## config.mk

```make
export PLATFORM = sky130hd
export DESIGN_NAME = rgb_to_hsb_convert
export DESIGN_NICKNAME = d
export VERILOG_FILES = /design/src/rtl/rtbc_pkg.sv /design/src/rtl/rtbc_divider.sv /design/src/rtl/rgb_to_hsb_convert.sv
export VERILOG_INCLUDE_DIRS = /design/src /design/src/rtl
export SDC_FILE = /design/constraint.sdc
export NUM_CORES = 1
export LEC_CHECK = 0
export BUFFER_PORTS_ARGS = -buffer_cell sky130_fd_sc_hd__buf_4
export CAP_MARGIN = 10
export CORE_MARGIN = 2
export CORE_UTILIZATION = 40
export DETAILED_ROUTE_END_ITERATION = 8
export HOLD_SLACK_MARGIN = 0.08
export PLACE_DENSITY = 0.6
export SYNTH_ARGS = -nofsm -noshare
export SYNTH_HDL_FRONTEND = slang
export SYNTH_SLANG_ARGS = --single-unit
```

## constraint.sdc

```tcl
create_clock -name i_clk -period 15.36 [get_ports i_clk]
set_input_delay 3.072 -clock i_clk [delete_from_list [all_inputs] [get_ports i_clk]]
set_output_delay 3.072 -clock i_clk [all_outputs]
set_load 0.005 [all_outputs]
```

## src/rtl/rgb_to_hsb_convert_assert.svh

```systemverilog
// ----------------------------------------------------------------------------
// rgb_to_hsb_convert assertion macros
// Shared concurrent assertion forms, sampled on i_clk and quiet during reset.
// ----------------------------------------------------------------------------
`ifndef RGB_TO_HSB_CONVERT_ASSERT_SVH
`define RGB_TO_HSB_CONVERT_ASSERT_SVH

// The consequent must hold in the same cycle as the antecedent.
`define RTBC_ASSERT_SAME(lbl, ante, cons, msg) \
    lbl: assert property (@(posedge i_clk) disable iff (!i_rst_n) (ante) |-> (cons)) \
        else $error(msg);

// The consequent must hold a fixed number of cycles after the antecedent.
`define RTBC_ASSERT_LATER(lbl, ante, dly, cons, msg) \
    lbl: assert property (@(posedge i_clk) disable iff (!i_rst_n) \
        (ante) |-> ##dly (cons)) else $error(msg);

`endif

```

## src/rtl/rtbc_pkg.sv

```systemverilog
`timescale 1ns / 1ps
// ----------------------------------------------------------------------------
// rtbc_pkg
// Shared types, constants and the divider step for the RGB to HSB converter.
// ----------------------------------------------------------------------------
package rtbc_pkg;

    // Quotient width of both dividers and how it is spread over the stages.
    localparam int QuoWidth        = 8;
    localparam int DivBitsPerStage = 2;
    localparam int DivStages       = QuoWidth / DivBitsPerStage;

    // Hue branch codes, in the order in which they take priority.
    localparam logic [1:0] BR_RED   = 2'd0;
    localparam logic [1:0] BR_GREEN = 2'd1;
    localparam logic [1:0] BR_BLUE  = 2'd2;

    // Hue offsets and the full turn, in degrees.
    localparam logic [8:0] HUE_OFS_GREEN = 9'd120;
    localparam logic [8:0] HUE_OFS_BLUE  = 9'd240;
    localparam logic [8:0] HUE_TURN      = 9'd360;

    // 100 * 32897: brightness is (mx * BRI_MAGIC) >> 23, equal to 100*mx/255.
    localparam logic [21:0] BRI_MAGIC = 22'd3289700;
    localparam int          BriShift  = 23;

    // Pixel information that rides alongside the dividers.
    typedef struct packed {
        logic [1:0] branch;
        logic       neg;
        logic       grey;
        logic       black;
        logic [6:0] bri;
    } t_side;

    // One divider lane: partial remainder, dividend bits still to come, quotient.
    typedef struct packed {
        logic [7:0]          rem;
        logic [7:0]          low;
        logic [QuoWidth-1:0] quo;
    } t_div_lane;

    // Restoring division, DivBitsPerStage quotient bits at a time.
    function automatic t_div_lane div_step(t_div_lane a, logic [7:0] dv);
        t_div_lane  res;
        logic [8:0] trial;
        res = a;
        for (int i = 0; i < DivBitsPerStage; i++) begin
            trial = {res.rem, res.low[7]};
            res.low = {res.low[6:0], 1'b0};
            if (trial >= {1'b0, dv}) begin
                trial   = trial - {1'b0, dv};
                res.quo = {res.quo[QuoWidth-2:0], 1'b1};
            end else begin
                res.quo = {res.quo[QuoWidth-2:0], 1'b0};
            end
            res.rem = trial[7:0];
        end
        return res;
    endfunction

endpackage

```

## src/rtl/rtbc_divider.sv

```systemverilog
`timescale 1ns / 1ps
// ----------------------------------------------------------------------------
// rtbc_divider
// Two-lane pipelined restoring divider, 16-bit dividend by 8-bit divisor,
// for quotients below 256. Side information travels with each request.
// ----------------------------------------------------------------------------
module rtbc_divider (
    input  logic                           i_clk,
    input  logic                           i_rst_n,
    input  logic                           i_valid,
    input  logic [15:0]                    i_hue_num,
    input  logic [7:0]                     i_hue_den,
    input  logic [15:0]                    i_sat_num,
    input  logic [7:0]                     i_sat_den,
    input  rtbc_pkg::t_side                i_side,
    output logic                           o_valid,
    output logic [rtbc_pkg::QuoWidth-1:0]  o_hue_quo,
    output logic                           o_hue_rem_nz,
    output logic [rtbc_pkg::QuoWidth-1:0]  o_sat_quo,
    output rtbc_pkg::t_side                o_side
);
    import rtbc_pkg::*;

    logic      r_vld  [DivStages];
    t_div_lane r_hl   [DivStages];
    logic [7:0] r_hd  [DivStages];
    t_div_lane r_sl   [DivStages];
    logic [7:0] r_sd  [DivStages];
    t_side     r_side [DivStages];

    logic      w_vld_in  [DivStages];
    t_div_lane w_hl_in   [DivStages];
    logic [7:0] w_hd_in  [DivStages];
    t_div_lane w_sl_in   [DivStages];
    logic [7:0] w_sd_in  [DivStages];
    t_side     w_side_in [DivStages];

    for (genvar s = 0; s < DivStages; s++) begin : g_stage
        // Stage input: the new request for the first stage, else the stage before.
        if (s == 0) begin : g_first
            assign w_vld_in[s]  = i_valid;
            assign w_hl_in[s]   = '{rem: i_hue_num[15:8], low: i_hue_num[7:0], quo: '0};
            assign w_hd_in[s]   = i_hue_den;
            assign w_sl_in[s]   = '{rem: i_sat_num[15:8], low: i_sat_num[7:0], quo: '0};
            assign w_sd_in[s]   = i_sat_den;
            assign w_side_in[s] = i_side;
        end else begin : g_next
            assign w_vld_in[s]  = r_vld[s-1];
            assign w_hl_in[s]   = r_hl[s-1];
            assign w_hd_in[s]   = r_hd[s-1];
            assign w_sl_in[s]   = r_sl[s-1];
            assign w_sd_in[s]   = r_sd[s-1];
            assign w_side_in[s] = r_side[s-1];
        end

        // Valid bit of the stage.
        always_ff @(posedge i_clk) begin
            if (!i_rst_n) begin
                r_vld[s] <= 1'b0;
            end else begin
                r_vld[s] <= w_vld_in[s];
            end
        end

        // Quotient bits of this stage for both lanes.
        always_ff @(posedge i_clk) begin
            r_hl[s]   <= div_step(w_hl_in[s], w_hd_in[s]);
            r_hd[s]   <= w_hd_in[s];
            r_sl[s]   <= div_step(w_sl_in[s], w_sd_in[s]);
            r_sd[s]   <= w_sd_in[s];
            r_side[s] <= w_side_in[s];
        end
    end

    assign o_valid      = r_vld[DivStages-1];
    assign o_hue_quo    = r_hl[DivStages-1].quo;
    assign o_hue_rem_nz = |r_hl[DivStages-1].rem;
    assign o_sat_quo    = r_sl[DivStages-1].quo;
    assign o_side       = r_side[DivStages-1];

endmodule

```

## src/rtl/rgb_to_hsb_convert.sv

```systemverilog
`timescale 1ns / 1ps
// ----------------------------------------------------------------------------
// rgb_to_hsb_convert
// Converts one 8-bit RGB pixel to hue in degrees and saturation and
// brightness in whole percent.
// ----------------------------------------------------------------------------
// The block takes one pixel request in every clock cycle and never raises
// busy. Each request gives exactly one result, shown for one cycle with
// o_done high, after passing through one input register, one stage that
// finds the largest and smallest channel and forms the dividends, four
// divider stages that each resolve two quotient bits, and the output
// register. Results leave in request order and cannot be held off, so the
// receiver must take every result in the cycle it appears.
module rgb_to_hsb_convert (
    input  logic       i_clk,
    input  logic       i_rst_n,
    input  logic       start,
    output logic       busy,
    input  logic [7:0] i_red,
    input  logic [7:0] i_green,
    input  logic [7:0] i_blue,
    output logic       o_done,
    output logic [8:0] o_hue,
    output logic [6:0] o_saturation,
    output logic [6:0] o_brightness
);
    import rtbc_pkg::*;

    `include "rgb_to_hsb_convert_assert.svh"

    // Input register.
    logic       r_s1_vld;
    logic [7:0] r_s1_r, r_s1_g, r_s1_b;

    always_ff @(posedge i_clk) begin
        if (!i_rst_n) begin
            r_s1_vld <= 1'b0;
        end else begin
            r_s1_vld <= start && !busy;
        end
    end

    always_ff @(posedge i_clk) begin
        r_s1_r <= i_red;
        r_s1_g <= i_green;
        r_s1_b <= i_blue;
    end

    assign busy = 1'b0;

    // Largest and smallest channel, hue branch and the hue numerator.
    logic [7:0] mx, mn, d, mag;
    logic [8:0] num;
    logic [1:0] branch;

    always_comb begin
        mx = r_s1_r;
        mn = r_s1_r;
        if (r_s1_g > mx) mx = r_s1_g;
        if (r_s1_b > mx) mx = r_s1_b;
        if (r_s1_g < mn) mn = r_s1_g;
        if (r_s1_b < mn) mn = r_s1_b;
        d = mx - mn;
        priority if (r_s1_r == mx) begin
            branch = BR_RED;
            num    = {1'b0, r_s1_g} - {1'b0, r_s1_b};
        end else if (r_s1_g == mx) begin
            branch = BR_GREEN;
            num    = {1'b0, r_s1_b} - {1'b0, r_s1_r};
        end else begin
            branch = BR_BLUE;
            num    = {1'b0, r_s1_r} - {1'b0, r_s1_g};
        end
        mag = num[8] ? 8'(-num) : num[7:0];
    end

    // Stage two: dividends 60*|num| and 100*d by shifts and adds.
    logic        r_s2_vld;
    logic [15:0] r_s2_hue_num;
    logic [15:0] r_s2_sat_num;
    logic [7:0]  r_s2_d, r_s2_mx;
    logic [1:0]  r_s2_branch;
    logic        r_s2_neg;

    always_ff @(posedge i_clk) begin
        if (!i_rst_n) begin
            r_s2_vld <= 1'b0;
        end else begin
            r_s2_vld <= r_s1_vld;
        end
    end

    always_ff @(posedge i_clk) begin
        r_s2_hue_num <= {2'b00, mag, 6'b0} - {6'b0, mag, 2'b0};
        r_s2_sat_num <= {2'b00, d, 6'b0} + {3'b000, d, 5'b0} + {6'b0, d, 2'b0};
        r_s2_d       <= d;
        r_s2_mx      <= mx;
        r_s2_branch  <= branch;
        r_s2_neg     <= num[8];
    end

    // Brightness by a reciprocal multiply, registered inside the divider.
    logic [29:0] bri_prod;
    t_side       side_in;

    assign bri_prod = {22'd0, r_s2_mx} * {8'd0, BRI_MAGIC};

    always_comb begin
        side_in.branch = r_s2_branch;
        side_in.neg    = r_s2_neg;
        side_in.grey   = (r_s2_d == 8'd0);
        side_in.black  = (r_s2_mx == 8'd0);
        side_in.bri    = bri_prod[BriShift+6:BriShift];
    end

    // Hue and saturation dividers.
    logic                div_vld;
    logic [QuoWidth-1:0] hue_quo, sat_quo;
    logic                hue_rem_nz;
    t_side               side_out;

    rtbc_divider u_div (
        .i_clk        (i_clk),
        .i_rst_n      (i_rst_n),
        .i_valid      (r_s2_vld),
        .i_hue_num    (r_s2_hue_num),
        .i_hue_den    (r_s2_d),
        .i_sat_num    (r_s2_sat_num),
        .i_sat_den    (r_s2_mx),
        .i_side       (side_in),
        .o_valid      (div_vld),
        .o_hue_quo    (hue_quo),
        .o_hue_rem_nz (hue_rem_nz),
        .o_sat_quo    (sat_quo),
        .o_side       (side_out)
    );

    // Hue from the quotient: offset plus or minus, truncation toward zero for a negative red hue, floor for the others.
    logic [8:0] q9, n_hue;
    logic [8:0] ofs;

    always_comb begin
        q9 = {1'b0, hue_quo};
        unique case (side_out.branch)
            BR_GREEN: ofs = HUE_OFS_GREEN;
            BR_BLUE:  ofs = HUE_OFS_BLUE;
            default:  ofs = 9'd0;
        endcase
        if (side_out.grey) begin
            n_hue = 9'd0;
        end else if (side_out.branch == BR_RED) begin
            if (side_out.neg && (q9 != 9'd0)) begin
                n_hue = HUE_TURN - q9;
            end else begin
                n_hue = q9;
            end
        end else if (side_out.neg) begin
            n_hue = ofs - q9 - {8'd0, hue_rem_nz};
        end else begin
            n_hue = ofs + q9;
        end
    end

    // Output register.
    always_ff @(posedge i_clk) begin
        if (!i_rst_n) begin
            o_done <= 1'b0;
        end else begin
            o_done <= div_vld;
        end
    end

    always_ff @(posedge i_clk) begin
        o_hue        <= n_hue;
        o_saturation <= side_out.black ? 7'd0 : sat_quo[6:0];
        o_brightness <= side_out.bri;
    end

    // Every request gives its result on o_done.
    `RTBC_ASSERT_LATER(a_latency, start && !busy, 7, o_done, "result missing after request")
    // Hue stays within one turn.
    `RTBC_ASSERT_SAME(a_hue_range, o_done, o_hue < HUE_TURN, "hue out of range")
    // Percentages stay at or below one hundred.
    `RTBC_ASSERT_SAME(a_sat_range, o_done, o_saturation <= 7'd100, "saturation out of range")
    `RTBC_ASSERT_SAME(a_bri_range, o_done, o_brightness <= 7'd100, "brightness out of range")

endmodule

```

## Word level (Yosys, flattened, before mapping)

Memories as Yosys holds them, arrays and structs flattened. A register that Yosys moved wholly into a read port is not among the register bits.
Cells that the tools add are included.

- Register bits after elaboration: 92
- Bits in writable memories: 292
- Input bits: 27
- Output and inout bits: 25
- Logic and storage cells: 133
- Memories kept: 6

Memory list:

| name | depth | bits a word | rd ports | clocked after Yosys merged registers in | wr ports | RTL line | text |
|---|---|---|---|---|---|---|---|
| u_div.r_hl | 4 | 22 | 4 | 0 | 4 | rtbc_divider.sv:25 | `t_div_lane r_hl [DivStages];` |
| u_div.r_sl | 4 | 22 | 4 | 1 | 4 | rtbc_divider.sv:27 | `t_div_lane r_sl [DivStages];` |
| u_div.r_side | 4 | 12 | 4 | 0 | 4 | rtbc_divider.sv:29 | `t_side r_side [DivStages];` |
| u_div.r_hd | 4 | 8 | 3 | 0 | 4 | rtbc_divider.sv:26 | `logic [7:0] r_hd [DivStages];` |
| u_div.r_sd | 4 | 8 | 3 | 0 | 4 | rtbc_divider.sv:28 | `logic [7:0] r_sd [DivStages];` |
| u_div.r_vld | 4 | 1 | 4 | 1 | 4 | rtbc_divider.sv:24 | `logic r_vld [DivStages];` |

- $add $sub $neg: 28
- Multipliers: 1
- $lt $le $gt $ge: 20
- Eq/ne operators: 4
- Multiplexer cells: 50
- Bitwise operators: 4
- Reduce and logical (&&, ||, !) cells: 7

Operator list:

| kind | number |
|---|---|
| $mux 8 | 21 |
| $ge 9x8->1 | 16 |
| $sub 8x8->8 | 17 |
| $mux 9 | 5 |
| $mul 8x20->28 const B | 1 |
| $sub 8x8->9 | 3 |
| $mux 1 | 22 |
| $add 15x10->16 | 1 |
| $eq 8x8->1 | 2 |
| $gt 8x8->1 | 2 |
| $logic_not 8->1 | 2 |
| $lt 8x8->1 | 2 |
| $pmux 8 s2 | 1 |
| $add 14x13->15 | 1 |
| $sub 14x10->15 | 1 |
| $add 9x8->9 | 1 |
| $sub 9x1->9 | 1 |
| $sub 9x8->9 | 1 |
| $sub 9x8->9 const A | 1 |
| $neg 8->8 | 1 |
| $reduce_bool 8->1 | 1 |
| $reduce_or 8->1 | 1 |
| $or 1x1->1 | 4 |
| $eq 2x1->1 const B | 1 |
| other kinds (5) | 5 |

## Logic depth before layout (Yosys ltp)

- Word-level depth: 10
- Depth in mapped cells: 41
- Gate-level depth less buffers: 39

## Hierarchy

A second synthesis with hierarchy kept.

- Cells, all modules: 2098
- Area, all modules: 19748.9 µm²

By module, submodules not included:

| module | instances | cells each | area each (µm²) | seq. area each (µm²) |
|---|---|---|---|---|
| rtbc_divider | 1 | 1134 | 11153.2 | 4404.2 |
| rgb_to_hsb_convert | 1 | 964 | 8595.7 | 1841.8 |

## Worst setup path before layout

OpenSTA, ideal clock, no wires.

- Kind: register to register
- Start: register r_s1_g[2]
- End: register r_s2_sat_num[14]
- Library setup time: 0.114 ns
- Arrival time: 7.427 ns
- Required time: 15.246 ns
- Setup slack: 7.819 ns
- Cell stages (with the launch flop): 41
- Cell sequence: dfxtp_1 inv_1 ha_1 a21oi_1 nand2_1 a21oi_4 clkbuf_1 clkbuf_1 a41o_1 clkbuf_1 a21oi_1 ha_1 o21ai_0 nand2b_1 a21oi_1 nor2b_1 o21ai_0 nand2b_1 (+5 left out) o21ai_0 ha_1 a21o_1 a21o_1 a21oi_1 o21bai_1 a21o_1 a21oi_1 xnor2_1 xor2_1 fa_1 ha_1 inv_1 o21ai_0 a21oi_1 o21bai_1 a21o_1 a21o_1

- Word-level cells in the longest chain between the ends: 7
- Elaborated cells on any way between the ends: 11

RTL lines:

| what | RTL line | text |
|---|---|---|
| from (decl) | rgb_to_hsb_convert.sv:33 | `logic [7:0] r_s1_r, r_s1_g, r_s1_b;` |
| from (signal assigned) | rgb_to_hsb_convert.sv:45 | `r_s1_g <= i_green;` |
| $gt 8x8->1 or $lt 8x8->1 (tied branches) | rgb_to_hsb_convert.sv:59, rgb_to_hsb_convert.sv:61 |  |
| $mux 8 (on tied branches) | rgb_to_hsb_convert.sv:59, rgb_to_hsb_convert.sv:61 |  |
| $gt 8x8->1 or $lt 8x8->1 (tied branches) | rgb_to_hsb_convert.sv:60, rgb_to_hsb_convert.sv:62 |  |
| $mux 8 (on tied branches) | rgb_to_hsb_convert.sv:60, rgb_to_hsb_convert.sv:62 |  |
| $sub 8x8->8 * | rgb_to_hsb_convert.sv:63 | `d = mx - mn;` |
| via d[7] | rgb_to_hsb_convert.sv:52 | `logic [7:0] mx, mn, d, mag;` |
| $add 14x13->15 | rgb_to_hsb_convert.sv:95 | `r_s2_sat_num <= {2'b00, d, 6'b0} + {3'b000, d, 5'b0} + {6'b0, d, 2'b0};` |
| $add 15x10->16 * | rgb_to_hsb_convert.sv:95 |  |
| to (signal assigned) | rgb_to_hsb_convert.sv:95 |  |
| to (decl) | rgb_to_hsb_convert.sv:80 | `logic [15:0] r_s2_sat_num;` |

The timed path passes the listed nets; every way through them passes the cells marked *.
A chain may end at the register's enable or synchronous reset.

## Worst setup path in the final report

- Start: register r_s1_g[2]
- End: register, netlist name r_s2_hue_num[14]

- Word-level cells in the longest chain between the ends: 10
- Elaborated cells on any way between the ends: 13

RTL lines:

| what | RTL line | text |
|---|---|---|
| $gt 8x8->1 | rgb_to_hsb_convert.sv:59 | `if (r_s1_g > mx) mx = r_s1_g;` |
| $mux 8 | rgb_to_hsb_convert.sv:59 |  |
| $gt 8x8->1 | rgb_to_hsb_convert.sv:60 | `if (r_s1_b > mx) mx = r_s1_b;` |
| $mux 8 | rgb_to_hsb_convert.sv:60 |  |
| $eq 8x8->1 | rgb_to_hsb_convert.sv:67 | `end else if (r_s1_g == mx) begin` |
| $mux 9 | rgb_to_hsb_convert.sv:67 |  |
| $mux 9 * | rgb_to_hsb_convert.sv:64 | `priority if (r_s1_r == mx) begin` |
| $neg 8->8 | rgb_to_hsb_convert.sv:74 | `mag = num[8] ? 8'(-num) : num[7:0];` |
| $mux 8 * | rgb_to_hsb_convert.sv:74 |  |
| $sub 14x10->15 * | rgb_to_hsb_convert.sv:94 | `r_s2_hue_num <= {2'b00, mag, 6'b0} - {6'b0, mag, 2'b0};` |

Every way passes the cells marked *; elsewhere a longest branch is shown, timed or not.

==> reports/metrics.csv <==
metric,value,unit
die_area,46980,sq um
yosys_warnings,0,
yosys.cell_count.top_type,dfxtp_1,
setup_tns,0,ns
syn_nets,2319,
muxShareOfSynthArea,3.089,%
crit_path_end_kind,flop,
synth_edf_count,0,
crit_slowest_cell,o32a_1,
fp.dieW,216.8,um
drive_gt1_share,8.083,%
wl_per_cell,15.31,um
synthCells,1980,
drc_errors,0,
yosys.area_share.adder,23.47,%
drtIter0Drc,595,
ys_top_cells_by_count,"291 x dfxtp_1, 269 x ha_1, 233 x inv_1",
status,completed,
maxUsedRoutingLayer,met4,
clk_pin_slew,0.06,ns
worstPathRequired,15.81,ns
synth_top_area_cell,dfxtp_1,
cts_tree,done,
grt_overflow,0,
groute.usage.overall,17.52,%
netlist-cell-type-count,82,
ys_seq_area_share,32.17,%
crit_buf_inv,2,
dr_wl_met3,1587,um
synthSimpleGateAreaFrac,12.68,%
crit_top_cell,ha_1,
worst_slew_pin_slew,1.146,ns
coreArea,44410,sq um
drv_slew,0,
die_h,216.8,um
crit_type,flop to flop,
num_vias,13539,
cpPeakStageDelay,0.88,ns
drt_wl_total,40700,um
maxCapViolations,0,
fin_cells,2658,
fin_crit_sh,57.85,%
cts_hold_buffers,0,
synth_top_cell_area_share,32.17,%
clk_latency,0.55,ns
num_antenna_cells,0,
synth_top_family_by_area,adder cells,
holdWs,0.3127,ns
pin_count,52,
critical_path_arrival,9.33,ns
antenna_left,0,
place_hpwl,32580,um
synthesis.area,18110,sq um
wl_met2,19680,um
avgSynthCellArea,9.145,sq um
rows,77,
post_cts_buffers,0,
place_congestion,0.9192,
final-setup-viol-count,0,
cts_root_buf,clkbuf_16,
met1_length,18120,um
fin_skew,0.02173,ns
cts_buffer_depth,3,
crit_path_start_kind,flop,
firstDrtPassIters,5,
ctsResizeCount,0,
h-tree-depth,2,
synthFlopType,dfxtp_1,
grt_max_degree,27,
maxSlewHeadroom,23.59,%
synthTopCellsByArea,"dfxtp_1 32%, ha_1 19%, inv_1 4.8%, fa_1 4.8%, xnor2_1 4.4%",
final_nets,2380,
cp_top_family,compound AO/OA/AOI/OAI gates,
dpl.cell_count,2596,
antenna_found_initial,0,
synthToLayoutAreaGrowth,12.45,%
finalHoldViolations,0,
hold_path_class,flop to flop,
async_flop_share,0,%
grt_pass1_wl,67110,um
grt_pass1_vias,13547,
fmax,112.5,MHz
rsz0062_at_grt,false,
start_util,40.77,%
fin_crit,8.886,ns
numClockSinks,291,
cts_made_buffers,35,
via_per_inst,5.094,
ys_seq_elements,291,
synth-xor-area-share,6.682,%
worst-path-max-fanout,26,
portBuffers,50,
synth-compound-area-share,16.03,%
==> final timing paths <==
| path | start | to | slack [ns] | cells after the start |
|---|---|---|---|---|
| worst max-delay path | r_s1_g[2] | r_s2_hue_num[14] | 6.47 | 26 |
| worst min register to register | u_div.r_hl[1][1] | u_div.r_hl[2][3] | 0.31 | 0 |
| worst max register to register | r_s1_g[2] | r_s2_hue_num[14] | 6.47 | 26 |
| worst min-delay path | u_div.r_hl[1][1] | u_div.r_hl[2][3] | 0.31 | 0 |
==> layout make-up <==
cell class / count / area [sq um]
clock inverter: 20 / 306.5
multi-input combinational: 1415 / 11230
fill: 4245 / 24050
clock buffer: 42 / 922.1
timing repair buffer: 58 / 435.4
sequential: 291 / 5826
tap: 592 / 740.7
inverter: 240 / 903.4
==> per-stage QoR <==
step                      utilization [%]  cell area, sq um  setup WS (ns)
after floorplan                         -             18110          7.819
after global placement              43.08             19130          6.767
after detailed placement            43.08             19130          6.582
after CTS                           45.84             20360          6.504
after global routing                45.84             20360          5.823
final                               45.84             20360          6.474
==> cells in the final DEF (no fill, tap or decap), types with 6 or more instances in the layout <==
cell       synthesis  final
a211oi_1          16     16
a21o_1            48     48
a21oi_1          133    133
a221oi_1           7      7
a22oi_1            7      7
a31oi_1           10     10
and2_1            29     29
buf_4              1     58
bufinv_16          0      6
clkbuf_16          0     35
dfxtp_1          291    291
fa_1              43     43
ha_1             269    269
inv_1            233    233
mux2_2            30     30
mux2i_1           21     21
nand2_1           96     96
nand2b_1          36     36
nand3_1           27     27
nand4_1           36     36
nor2_1           131    131
nor2b_1           37     37
nor3_1            14     14
nor4_1            15     15
o21a_1            14     14
o21ai_0          124    124
o21bai_1          22     22
o22ai_1            6      6
o31a_1             9      9
o31ai_1           20     20
or3_1              6      6
or4_1              9      9
xnor2_1           91     91
xor2_1            44     44
==> layer usage <==
| layer | GRT usage [%] | vias up |
|---|---|---|
| met4 | 6.484 | 0 |
| met1 | 21.34 | 6246 |
| met2 | 30.91 | 234 |
| met3 | 3.005 | 76 |
| li1 | - | 6983 |
| met5 | 0 | - |
==> sequential cells by signal, indices dropped and copies added (netlist names), 2 cells and up <==
signal and cells:
r_s2_mx 8, o_hue 9, u_div.r_hd 24, o_saturation 7, u_div.r_sl 41, u_div.r_side 48
u_div.r_hl 58, r_s2_hue_num 13, r_s1_r 8, u_div.r_sd 24, u_div.r_vld 4, r_s2_branch 2
r_s1_b 8, r_s1_g 8, r_s2_sat_num 10, o_brightness 7, r_s2_d 8
==> cell families after synthesis <==
| group | count (synthesis) |
|---|---|
| multiplexers | 52 |
| XOR/XNOR | 136 |
| flip-flops | 291 |
| other | 1 |
| AND/OR/NAND/NOR | 456 |
| AO/OA/AOI/OAI | 456 |
| adder cells (fa/ha/maj) | 314 |
| buffers and inverters | 274 |
Power is not shown: default switching activity piles up to over one toggle a cycle in this logic, so the estimate is an artifact.
